**src/pvc_pkg.sv**
```systemverilog
// pvc_pkg: word types, operation codes and verdict codes for the verdict cache.
// No dependencies; imported by probe_verdict_cache_top and pvc_checker.
package pvc_pkg;

  localparam int unsigned OPCODE_W   = 2;
  localparam int unsigned ID_W       = 32;
  localparam int unsigned MODIFIER_W = 64;
  localparam int unsigned VERDICT_W  = 2;
  localparam int unsigned COUNT_W    = 5;

  // Operation codes
  localparam logic [OPCODE_W-1:0] OP_LOOKUP     = 2'd0;
  localparam logic [OPCODE_W-1:0] OP_RECORD     = 2'd1;
  localparam logic [OPCODE_W-1:0] OP_INVALIDATE = 2'd2;

  // Verdict codes
  localparam logic [VERDICT_W-1:0] VERDICT_UNKNOWN  = 2'd0;
  localparam logic [VERDICT_W-1:0] VERDICT_OK       = 2'd1;
  localparam logic [VERDICT_W-1:0] VERDICT_REJECTED = 2'd2;

  // Removal count saturates here
  localparam logic [COUNT_W-1:0] COUNT_MAX = 5'd31;

  typedef struct packed {
    logic [OPCODE_W-1:0]   opcode;
    logic [ID_W-1:0]       crtc_id;
    logic [ID_W-1:0]       plane_num;
    logic [ID_W-1:0]       fourcc_code;
    logic [MODIFIER_W-1:0] modifier_value;
    logic                  probe_ok;
  } pvc_in_t;

  typedef struct packed {
    logic [VERDICT_W-1:0] verdict;
    logic                 dropped_full;
    logic [COUNT_W-1:0]   removed_count;
  } pvc_out_t;

endpackage

```
**src/probe_verdict_cache_top.sv**
```systemverilog
// probe_verdict_cache_top: fully associative cache of probe verdicts, one
// operation per word. Depends on pvc_pkg for word types and codes.
//
//  channel | direction | handshake         | word type
//  --------+-----------+-------------------+------------------
//  in_     | into      | in_valid/in_stall | pvc_pkg::pvc_in_t
//  out_    | out of    | out_valid/out_stall| pvc_pkg::pvc_out_t
//
// Flow: one operation is taken every clock while out_stall stays low; its
// result word passes the input register, then the result register. The rate
// is set by the single pass of key compare, free-slot pick and table write
// that sits between those two registers.
// Reset: synchronous, active low; clears the entry valid bits and both valid
// flags at once, so no clearing pass follows. Key and verdict stores hold
// whatever they held until an entry is filled.
// Stalls: out_stall holds the result register; the input register then holds
// too and in_stall rises, so nothing is lost while the table stays unchanged.
module probe_verdict_cache_top #(
  parameter int unsigned TABLE_ENTRIES = 16
) (
  input  logic              clk,
  input  logic              rst_n,
  input  logic              in_valid,
  output logic              in_stall,
  input  pvc_pkg::pvc_in_t  in_word,
  output logic              out_valid,
  input  logic              out_stall,
  output pvc_pkg::pvc_out_t out_word
);
  import pvc_pkg::*;

  // Enough bits to count every entry removed in one pass
  localparam int unsigned CNT_W = $clog2(TABLE_ENTRIES + 1);

  // Input register
  logic    s1_valid_r, s1_valid_nxt;
  pvc_in_t s1_word_r;

  // Result register
  logic     out_valid_r, out_valid_nxt;
  pvc_out_t out_word_r, out_word_nxt;

  // Table storage: valid bits are reset, the rest is filled on record
  logic [TABLE_ENTRIES-1:0] entry_valid_r, entry_valid_nxt;
  logic [ID_W-1:0]          entry_crtc_r     [TABLE_ENTRIES];
  logic [ID_W-1:0]          entry_plane_r    [TABLE_ENTRIES];
  logic [ID_W-1:0]          entry_fourcc_r   [TABLE_ENTRIES];
  logic [MODIFIER_W-1:0]    entry_modifier_r [TABLE_ENTRIES];
  logic [TABLE_ENTRIES-1:0] entry_ok_r;

  // Handshake
  logic in_fire, advance, s1_fire;

  // Per-entry match and select vectors
  logic [TABLE_ENTRIES-1:0] key_hit, plane_hit, free_oh, fill_oh, upd_oh;
  logic                     any_hit, any_free;
  logic                     do_lookup, do_record, do_invalidate, new_rec;
  logic [CNT_W-1:0]         cnt_sum;
  logic [COUNT_W-1:0]       removed;

  // The result register frees when empty or when its word is taken.
  assign advance  = ~out_valid_r | ~out_stall;
  assign s1_fire  = s1_valid_r & advance;
  assign in_stall = s1_valid_r & ~advance;
  assign in_fire  = in_valid & ~in_stall;

  assign do_lookup     = s1_word_r.opcode == OP_LOOKUP;
  assign do_record     = s1_word_r.opcode == OP_RECORD;
  assign do_invalidate = s1_word_r.opcode == OP_INVALIDATE;

  // Compare every entry against the key held in the input register.
  always_comb begin
    for (int i = 0; i < TABLE_ENTRIES; i++) begin
      key_hit[i]   = entry_valid_r[i]
                   && entry_crtc_r[i]     == s1_word_r.crtc_id
                   && entry_plane_r[i]    == s1_word_r.plane_num
                   && entry_fourcc_r[i]   == s1_word_r.fourcc_code
                   && entry_modifier_r[i] == s1_word_r.modifier_value;
      plane_hit[i] = entry_valid_r[i] && entry_plane_r[i] == s1_word_r.plane_num;
    end
  end

  // Keys are unique, so at most one entry hits.
  assign any_hit  = |key_hit;
  // Lowest clear valid bit: adding one and masking with the inverted bits isolates it.
  assign free_oh  = ~entry_valid_r & (entry_valid_r + TABLE_ENTRIES'(1));
  assign any_free = ~&entry_valid_r;
  assign new_rec  = s1_fire & do_record & ~any_hit;
  assign fill_oh  = new_rec ? free_oh : '0;
  assign upd_oh   = (s1_fire & do_record & any_hit) ? key_hit : '0;

  // Count removals, then saturate to the result field.
  always_comb begin
    cnt_sum = '0;
    for (int i = 0; i < TABLE_ENTRIES; i++) begin
      if (plane_hit[i]) begin
        cnt_sum = cnt_sum + CNT_W'(1);
      end
    end
    if (32'(cnt_sum) > 32'(COUNT_MAX)) begin
      removed = COUNT_MAX;
    end else begin
      removed = COUNT_W'(cnt_sum);
    end
  end

  // Valid bits: set on fill, drop on invalidate of the plane.
  always_comb begin
    entry_valid_nxt = entry_valid_r | fill_oh;
    if (s1_fire && do_invalidate) begin
      entry_valid_nxt = entry_valid_r & ~plane_hit;
    end
  end

  // Result word; every field stays zero for an unused opcode.
  always_comb begin
    out_word_nxt = '0;
    if (do_lookup && any_hit) begin
      out_word_nxt.verdict = |(key_hit & entry_ok_r) ? VERDICT_OK : VERDICT_REJECTED;
    end
    if (do_record && !any_hit && !any_free) begin
      out_word_nxt.dropped_full = 1'b1;
    end
    if (do_invalidate) begin
      out_word_nxt.removed_count = removed;
    end
  end

  always_comb begin
    s1_valid_nxt = s1_valid_r;
    if (in_fire) begin
      s1_valid_nxt = 1'b1;
    end else if (s1_fire) begin
      s1_valid_nxt = 1'b0;
    end
    out_valid_nxt = out_valid_r;
    if (advance) begin
      out_valid_nxt = s1_valid_r;
    end
  end

  // Control state
  always_ff @(posedge clk) begin
    if (!rst_n) begin
      s1_valid_r    <= 1'b0;
      out_valid_r   <= 1'b0;
      entry_valid_r <= '0;
    end else begin
      s1_valid_r    <= s1_valid_nxt;
      out_valid_r   <= out_valid_nxt;
      entry_valid_r <= entry_valid_nxt;
    end
  end

  // Payload registers
  always_ff @(posedge clk) begin
    if (in_fire) begin
      s1_word_r <= in_word;
    end
    if (s1_fire) begin
      out_word_r <= out_word_nxt;
    end
  end

  // Table stores: fill a new key, or rewrite the verdict of a known one.
  always_ff @(posedge clk) begin
    for (int i = 0; i < TABLE_ENTRIES; i++) begin
      if (fill_oh[i]) begin
        entry_crtc_r[i]     <= s1_word_r.crtc_id;
        entry_plane_r[i]    <= s1_word_r.plane_num;
        entry_fourcc_r[i]   <= s1_word_r.fourcc_code;
        entry_modifier_r[i] <= s1_word_r.modifier_value;
      end
      if (fill_oh[i] || upd_oh[i]) begin
        entry_ok_r[i] <= s1_word_r.probe_ok;
      end
    end
  end

  assign out_valid = out_valid_r;
  assign out_word  = out_word_r;

endmodule

```
**config.mk**
```make
export PLATFORM = sky130hd
export DESIGN_NAME = probe_verdict_cache_top
export DESIGN_NICKNAME = d
export VERILOG_FILES = /design/src/pvc_pkg.sv /design/src/probe_verdict_cache_top.sv
export SDC_FILE = /design/constraint.sdc
export NUM_CORES = 2
export LEC_CHECK = 0
export BUFFER_PORTS_ARGS = -buffer_cell sky130_fd_sc_hd__buf_2
export CORE_ASPECT_RATIO = 2
export CORE_MARGIN = 8
export CORE_UTILIZATION = 60
export DETAILED_ROUTE_END_ITERATION = 10
export GPL_ROUTABILITY_DRIVEN = 1
export PLACE_DENSITY = 0.76
export SYNTH_ARGS = -nofsm -noshare
export SYNTH_HDL_FRONTEND = slang
export SYNTH_SLANG_ARGS = --single-unit
```
**constraint.sdc**
```tcl
create_clock -name clk -period 40.4 [get_ports clk]
set_input_delay 6.06 -clock clk [delete_from_list [all_inputs] [get_ports clk]]
set_output_delay 6.06 -clock clk [all_outputs]
set_load 0.005 [all_outputs]
```
; ---- Word-level counts from Yosys, hierarchy flattened
; Memories as Yosys holds them, arrays and structs flattened.
; Index checks and enable logic that the tools add are counted.
[op_classes]
n_addsub = 16
n_eq_ne = 66
n_mux = 235
bitwise = 18
reduce_logical = 166
[op_table]
columns = op, n
row1 = $eq A32 B32 Y1, 48
row2 = $mux W32, 45
row3 = $reduce_or A32 Y1, 45
row4 = $eq A64 B64 Y1, 16
row5 = $mux W64, 15
row6 = $reduce_or A64 Y1, 15
row7 = $mux W4, 60
row8 = $mux W1, 96
row9 = $logic_and A1 B1 Y1, 84
row10 = $add A5 B1 Y5 const B, 15
row11 = $mux W5, 15
row12 = $and A16 B16 Y16, 3
row13 = $mux W16, 3
row14 = $not A16 Y16, 2
row15 = $reduce_or A16 Y1, 2
row16 = $add A16 B1 Y16 const B, 1
row17 = $logic_or A1 B1 Y1, 16
row18 = $or A16 B16 Y16, 1
row19 = $reduce_and A16 Y1, 1
row20 = $and A1 B1 Y1, 6
row21 = $not A1 Y1, 5
row22 = $eq A2 B1 Y1 const B, 1
row23 = $eq A2 B2 Y1 const B, 1
row24 = $logic_not A2 Y1, 1
row25 = other kinds (4), 4
[word_totals]
reg_bits = 205
mem_bits_rw = 2560
in_bits = 167
output_inout_bits = 10
elab_cells = 533
memories = 4
[memory_table]
columns = memory, depth, word_bits, read_ports, rd_ports_with_merged_regs, write_ports, line_no
row1 = entry_modifier_r, 16, 64, 16, 0, 1, probe_verdict_cache_top.sv:48  ; logic [MODIFIER_W-1:0] entry_modifier_r [TABLE_ENTRIES];
row2 = entry_crtc_r, 16, 32, 16, 0, 1, probe_verdict_cache_top.sv:45  ; logic [ID_W-1:0] entry_crtc_r [TABLE_ENTRIES];
row3 = entry_fourcc_r, 16, 32, 16, 0, 1, probe_verdict_cache_top.sv:47  ; logic [ID_W-1:0] entry_fourcc_r [TABLE_ENTRIES];
row4 = entry_plane_r, 16, 32, 16, 0, 1, probe_verdict_cache_top.sv:46  ; logic [ID_W-1:0] entry_plane_r [TABLE_ENTRIES];

; ---- Logic depth before layout (Yosys ltp)
; An unclocked memory read counts as a cell.
[depth]
ltp_word = 34
ltp_mapped = 51
mapped_depth_nobuf = 49

; ---- Worst setup path before layout
; OpenSTA, ideal clock, no wires.
[synth_path]
path_kind = input to register
start = in out_stall
end = reg entry_ok_r[6], enable pin
setup_ns = 0.369
t_arrival_ns = 23.069
required_ns = 40.031
path_slack_ns = 16.961
stages = 7
n_path_buf = 0
cell_sequence = nand2_1 -> and3_1 -> nand2_1 -> inv_1 -> nand2_1 -> nor4_1 -> o21bai_1
[synth_between]
elab_chain_len = 7
elab_cells_between_ends = 9
cone_classes = mux (2) / bitwise (6) / reduce/logical (1)
[synth_lines]
columns = item, line_no
row1 = from (decl), probe_verdict_cache_top.sv:27  ; input logic out_stall,
row2 = $not A1 Y1, probe_verdict_cache_top.sv:62  ; assign advance = ~out_valid_r | ~out_stall;
row3 = $or A1 B1 Y1, probe_verdict_cache_top.sv:62
row4 = $and A1 B1 Y1, probe_verdict_cache_top.sv:63  ; assign s1_fire = s1_valid_r & advance;
row5 = $and A1 B1 Y1 (2 in a row), probe_verdict_cache_top.sv:88  ; assign new_rec = s1_fire & do_record & ~any_hit;
row6 = $mux W16, probe_verdict_cache_top.sv:89  ; assign fill_oh = new_rec ? free_oh : '0;
row7 = net fill_oh[6], probe_verdict_cache_top.sv:55  ; logic [TABLE_ENTRIES-1:0] key_hit, plane_hit, free_oh, fill_oh, upd_oh;
row8 = $logic_or A1 B1 Y1, probe_verdict_cache_top.sv:174  ; if (fill_oh[i] || upd_oh[i]) begin
row9 = "to (signal, indexed assignment)", probe_verdict_cache_top.sv:175  ; entry_ok_r[i] <= s1_word_r.probe_ok;
row10 = to (decl), probe_verdict_cache_top.sv:49  ; logic [TABLE_ENTRIES-1:0] entry_ok_r;
; The timed path passes the listed nets, and every way through them passes these cells.
; A chain may end at the register's enable or synchronous reset.

; ---- Worst setup path in the final report
[layout_path]
start = in out_stall
end = out in_stall
[layout_between]
elab_chain_len = 4
[layout_lines]
columns = item, line_no
row1 = $not A1 Y1, probe_verdict_cache_top.sv:62
row2 = $or A1 B1 Y1, probe_verdict_cache_top.sv:62
row3 = $not A1 Y1, probe_verdict_cache_top.sv:64  ; assign in_stall = s1_valid_r & ~advance;
row4 = $and A1 B1 Y1, probe_verdict_cache_top.sv:64
row5 = to (decl), probe_verdict_cache_top.sv:24  ; output logic in_stall,
; No other way between the ends.

==> results.toml <==
[routing]
first_pass_iters = 5
post_drt_via_cell_ratio = 6.48
routed-via-count = 65400
first_iter_violations = 8444
wl_um = 369000
avgRoutedWirePerCell_um = 36.5
drc = 0
postRouteAntennaNets = 0

[final_layout]
regArea_um2 = 82800
fin_nets = 7578
syn2layout_area_growth_pct = 11.2
post-route-util_pct = 66.9
multiInputGateArea_um2 = 30400
fillerInstances = 12700
drive_above_1_share_pct = 11.6

[setup_path]
cp-start-kind = "primary input"
slowest_stage = "and3_1"
critical_path.max_stage_delay_ns = 0.24
critPathRequiredTime_ns = 34.34
crit_fanout = 3
worst-setup-path-type = "in2out"
worstPathCellList = "buf_2, and3_1, buf_2"
cpMostUsedCell = "buf_2"
crit_arrival_ns = 6.55
cp-end-kind = "output port"

[cts]
cts.repair.resized = 0
cts_root_buf = "clkbuf_16"
clock_latency_ns = 0.93
clk_pin_slew_ns = 0.07
post-cts-setup-buffer-count = 0
cts_buffers = 232
htree_levels = 4
clockBufferDepth = 4
clock_sinks = 2765
cts_tree = "done"
cts_hold_buf = 0

[min_path]
min_path_type = "reg2reg"

[sta]
fin_ws_ns = 27.79
setup_viol = 0
rsz0062_at_grt = "false"
hold_viol_final = 0
max_freq_ghz = 0.0793
skew_ns = 0.0753
slew_headroom_pct = -3.28
period_share_pct = 31.2
setup_tns_ns = 0
worstMarginPinSlew_ns = 1.54
holdWs_ns = 0.463
slew_violations = 4
fin_crit_ns = 12.61

[global_routing]
antenna_found_initial = 27
grt_max_degree = 146
grt_util_all_layers_pct = 35.2
grt_pass1_wl_um = 504000
grt_pass1_vias = 65400
grt_overflow = 0

[floorplan]
rows = 227
die-width_um = 325
pin_count = 177
initial_core_util_pct = 60.2
core_um2 = 191000
dieArea_um2 = 207000
fp.dieH_um = 635

[yosys]
synth_cell_types = 79
synthTopCellsByArea = "edfxtp_1, xor2_1, xnor2_1"
ys_async_sr_fraction_pct = 0
avgSynthCellArea_um2 = 16.4
synth_top_flop_cell = "edfxtp_1"
ys_seq_elements = 2765
synth_edf_count = 2747
syn-num-nets = 7187
synth_top_cell_by_area = "edfxtp_1"
synth.yosys.seq_area_share_pct = 72.1
syn_inst = 7005
synth.top_cell.area_share_pct = 71.8
yosysWarnings = 0
synth_area_um2 = 115000

[placement]
preCtsSetupSlack_ns = 27.79
numPortBuffers = 176
dp_hpwl_um = 237000
globalplace.congestion = 0.976

[status]
violations = "max-capacitance violations, max-slew violations"
status = "finished, violations left"

[flow_run]
max-cap-violations = 2

[pwr]
powerDensity_nw_per_um2 = 45.6
finalPower_uw = 5820
leakage_uw = 0.0418
irDropWorstVdd_mv = 0.0376
critical path: cells and delay by family:
kind / cells / cell delay, ns
buffers and inverters: 2 / 0.24
AND/OR/NAND/NOR: 1 / 0.24
where the power goes:
group / internal, uW / switching, uW / total (uW) / leakage (uW)
clock network: 1250 / 1020 / 2270 / 0.00363
registers: 3170 / 14.9 / 3180 / 0.0250
logic: 95.0 / 267 / 362 / 0.0132
registers in the layout, summed over array words and instances, names as in the netlist:
name / cells
entry_modifier_r: 1024
s1_valid_r: 1
entry_ok_r: 16
entry_crtc_r: 512
out_valid: 1
out_word: 8
entry_plane_r: 512
entry_fourcc_r: 512
s1_word_r: 163
entry_valid_r: 16
cells in the final DEF, fill, tap and decap left out, types with 6 or more instances in the layout:
cell / count
edfxtp_1: 2747
xor2_1: 1641
xnor2_1: 841
nor4_1: 456
nand4_1: 333
buf_4: 307
clkbuf_16: 235
buf_2: 176
inv_1: 129
nand2_1: 70
nor2_1: 50
o22ai_1: 48
clkbuf_1: 42
clkinv_1: 40
clkinv_2: 37
nor4_2: 31
a221oi_1: 30
bufinv_16: 30
o2bb2ai_1: 27
nand3_1: 22
dfxtp_1: 18
diode_2: 17
a21oi_1: 17
o21ai_0: 15
ha_1: 15
nor3_1: 13
a22o_1: 13
and3_1: 11
a21boi_0: 9
clkinvlp_4: 9
nor3_2: 8
nor2b_1: 8
and4_1: 6
o21bai_1: 6
stage by stage:
stage / cell area [um^2] / cells
floorplan: 115000 / 7005
global placement: 120000 / 9681
detailed placement: 120000 / 9681
CTS: 128000 / 10100
global route: 128000 / 10100
finish: 128000 / 10100
layout make-up:
cell class,count,area share (%)
flip-flops and latches,2765,64.9
multi-input cells,3774,23.8
clock buffers,278,4.74
repair buffers,487,2.56
well taps,2519,2.47
clock inverters,125,1.10
inverters,136,0.433
diodes,17,0.0333
cell usage after synthesis (all sizes together) (4+ instances only):
cell,number
a21oi,17
ha,15
xor2,1644
nor3,22
a31oi,5
nand2,70
nand2b,4
o21ai,17
mux2,4
o41ai,4
edfxtp,2747
xnor2,845
and3,11
a221oi,30
and2,4
nor2b,9
or3,4
o22ai,48
a21boi,9
nor2,53
a22o,13
and4,6
nand3,22
o21bai,6
buf,100
a21o,4
dfxtp,18
mux2i,4
clkbuf,230
nor4,489
o21a,5
inv,136
or4,4
o2bb2ai,27
nand4,334
per-layer routing:
layer	wire, um	share of wire, %	up-vias	GRT usage (%)
met1	112000	30	33100	37.9
met5	31	0.0084	-	0
met3	34100	9.2	1371	5.66
li1	-	-	26600	-
met2	176000	48	4366	57.9
met4	47400	13	4	35.4
worst paths after layout:
| check | startpoint | end | slack, ns | depth (start not counted) |
|---|---|---|---|---|
| worst max-delay path | out_stall | in_stall | 27.79 | 3 |
| worst min-delay path | s1_word_r[1]$_DFFE_PP_ | entry_modifier_r[0][64]$_DFFE_PP_ | 0.46 | 0 |
| worst max register to register | s1_word_r[106]$_DFFE_PP_ | out_word[4]$_SDFFCE_PP0P_ | 29.50 | 46 |
| worst min register to register | s1_word_r[1]$_DFFE_PP_ | entry_modifier_r[0][64]$_DFFE_PP_ | 0.46 | 0 |
cells by family (layout without fill, tap and decap cells):
kind of cell | count (synthesis) | count (layout) | share of synthesized area (%)
AO/OA/AOI/OAI | 209 | 209 | 1.34
XOR/XNOR | 2494 | 2494 | 19.2
adder cells (fa/ha/maj) | 16 | 16 | 0.172
buffers and inverters | 466 | 1026 | 1.62
flip-flops | 2765 | 2765 | 72.1
multiplexers | 8 | 8 | 0.0773
other | 0 | 17 | 0
AND/OR/NAND/NOR | 1047 | 1047 | 5.51
(Power assumes the default switching activity.)
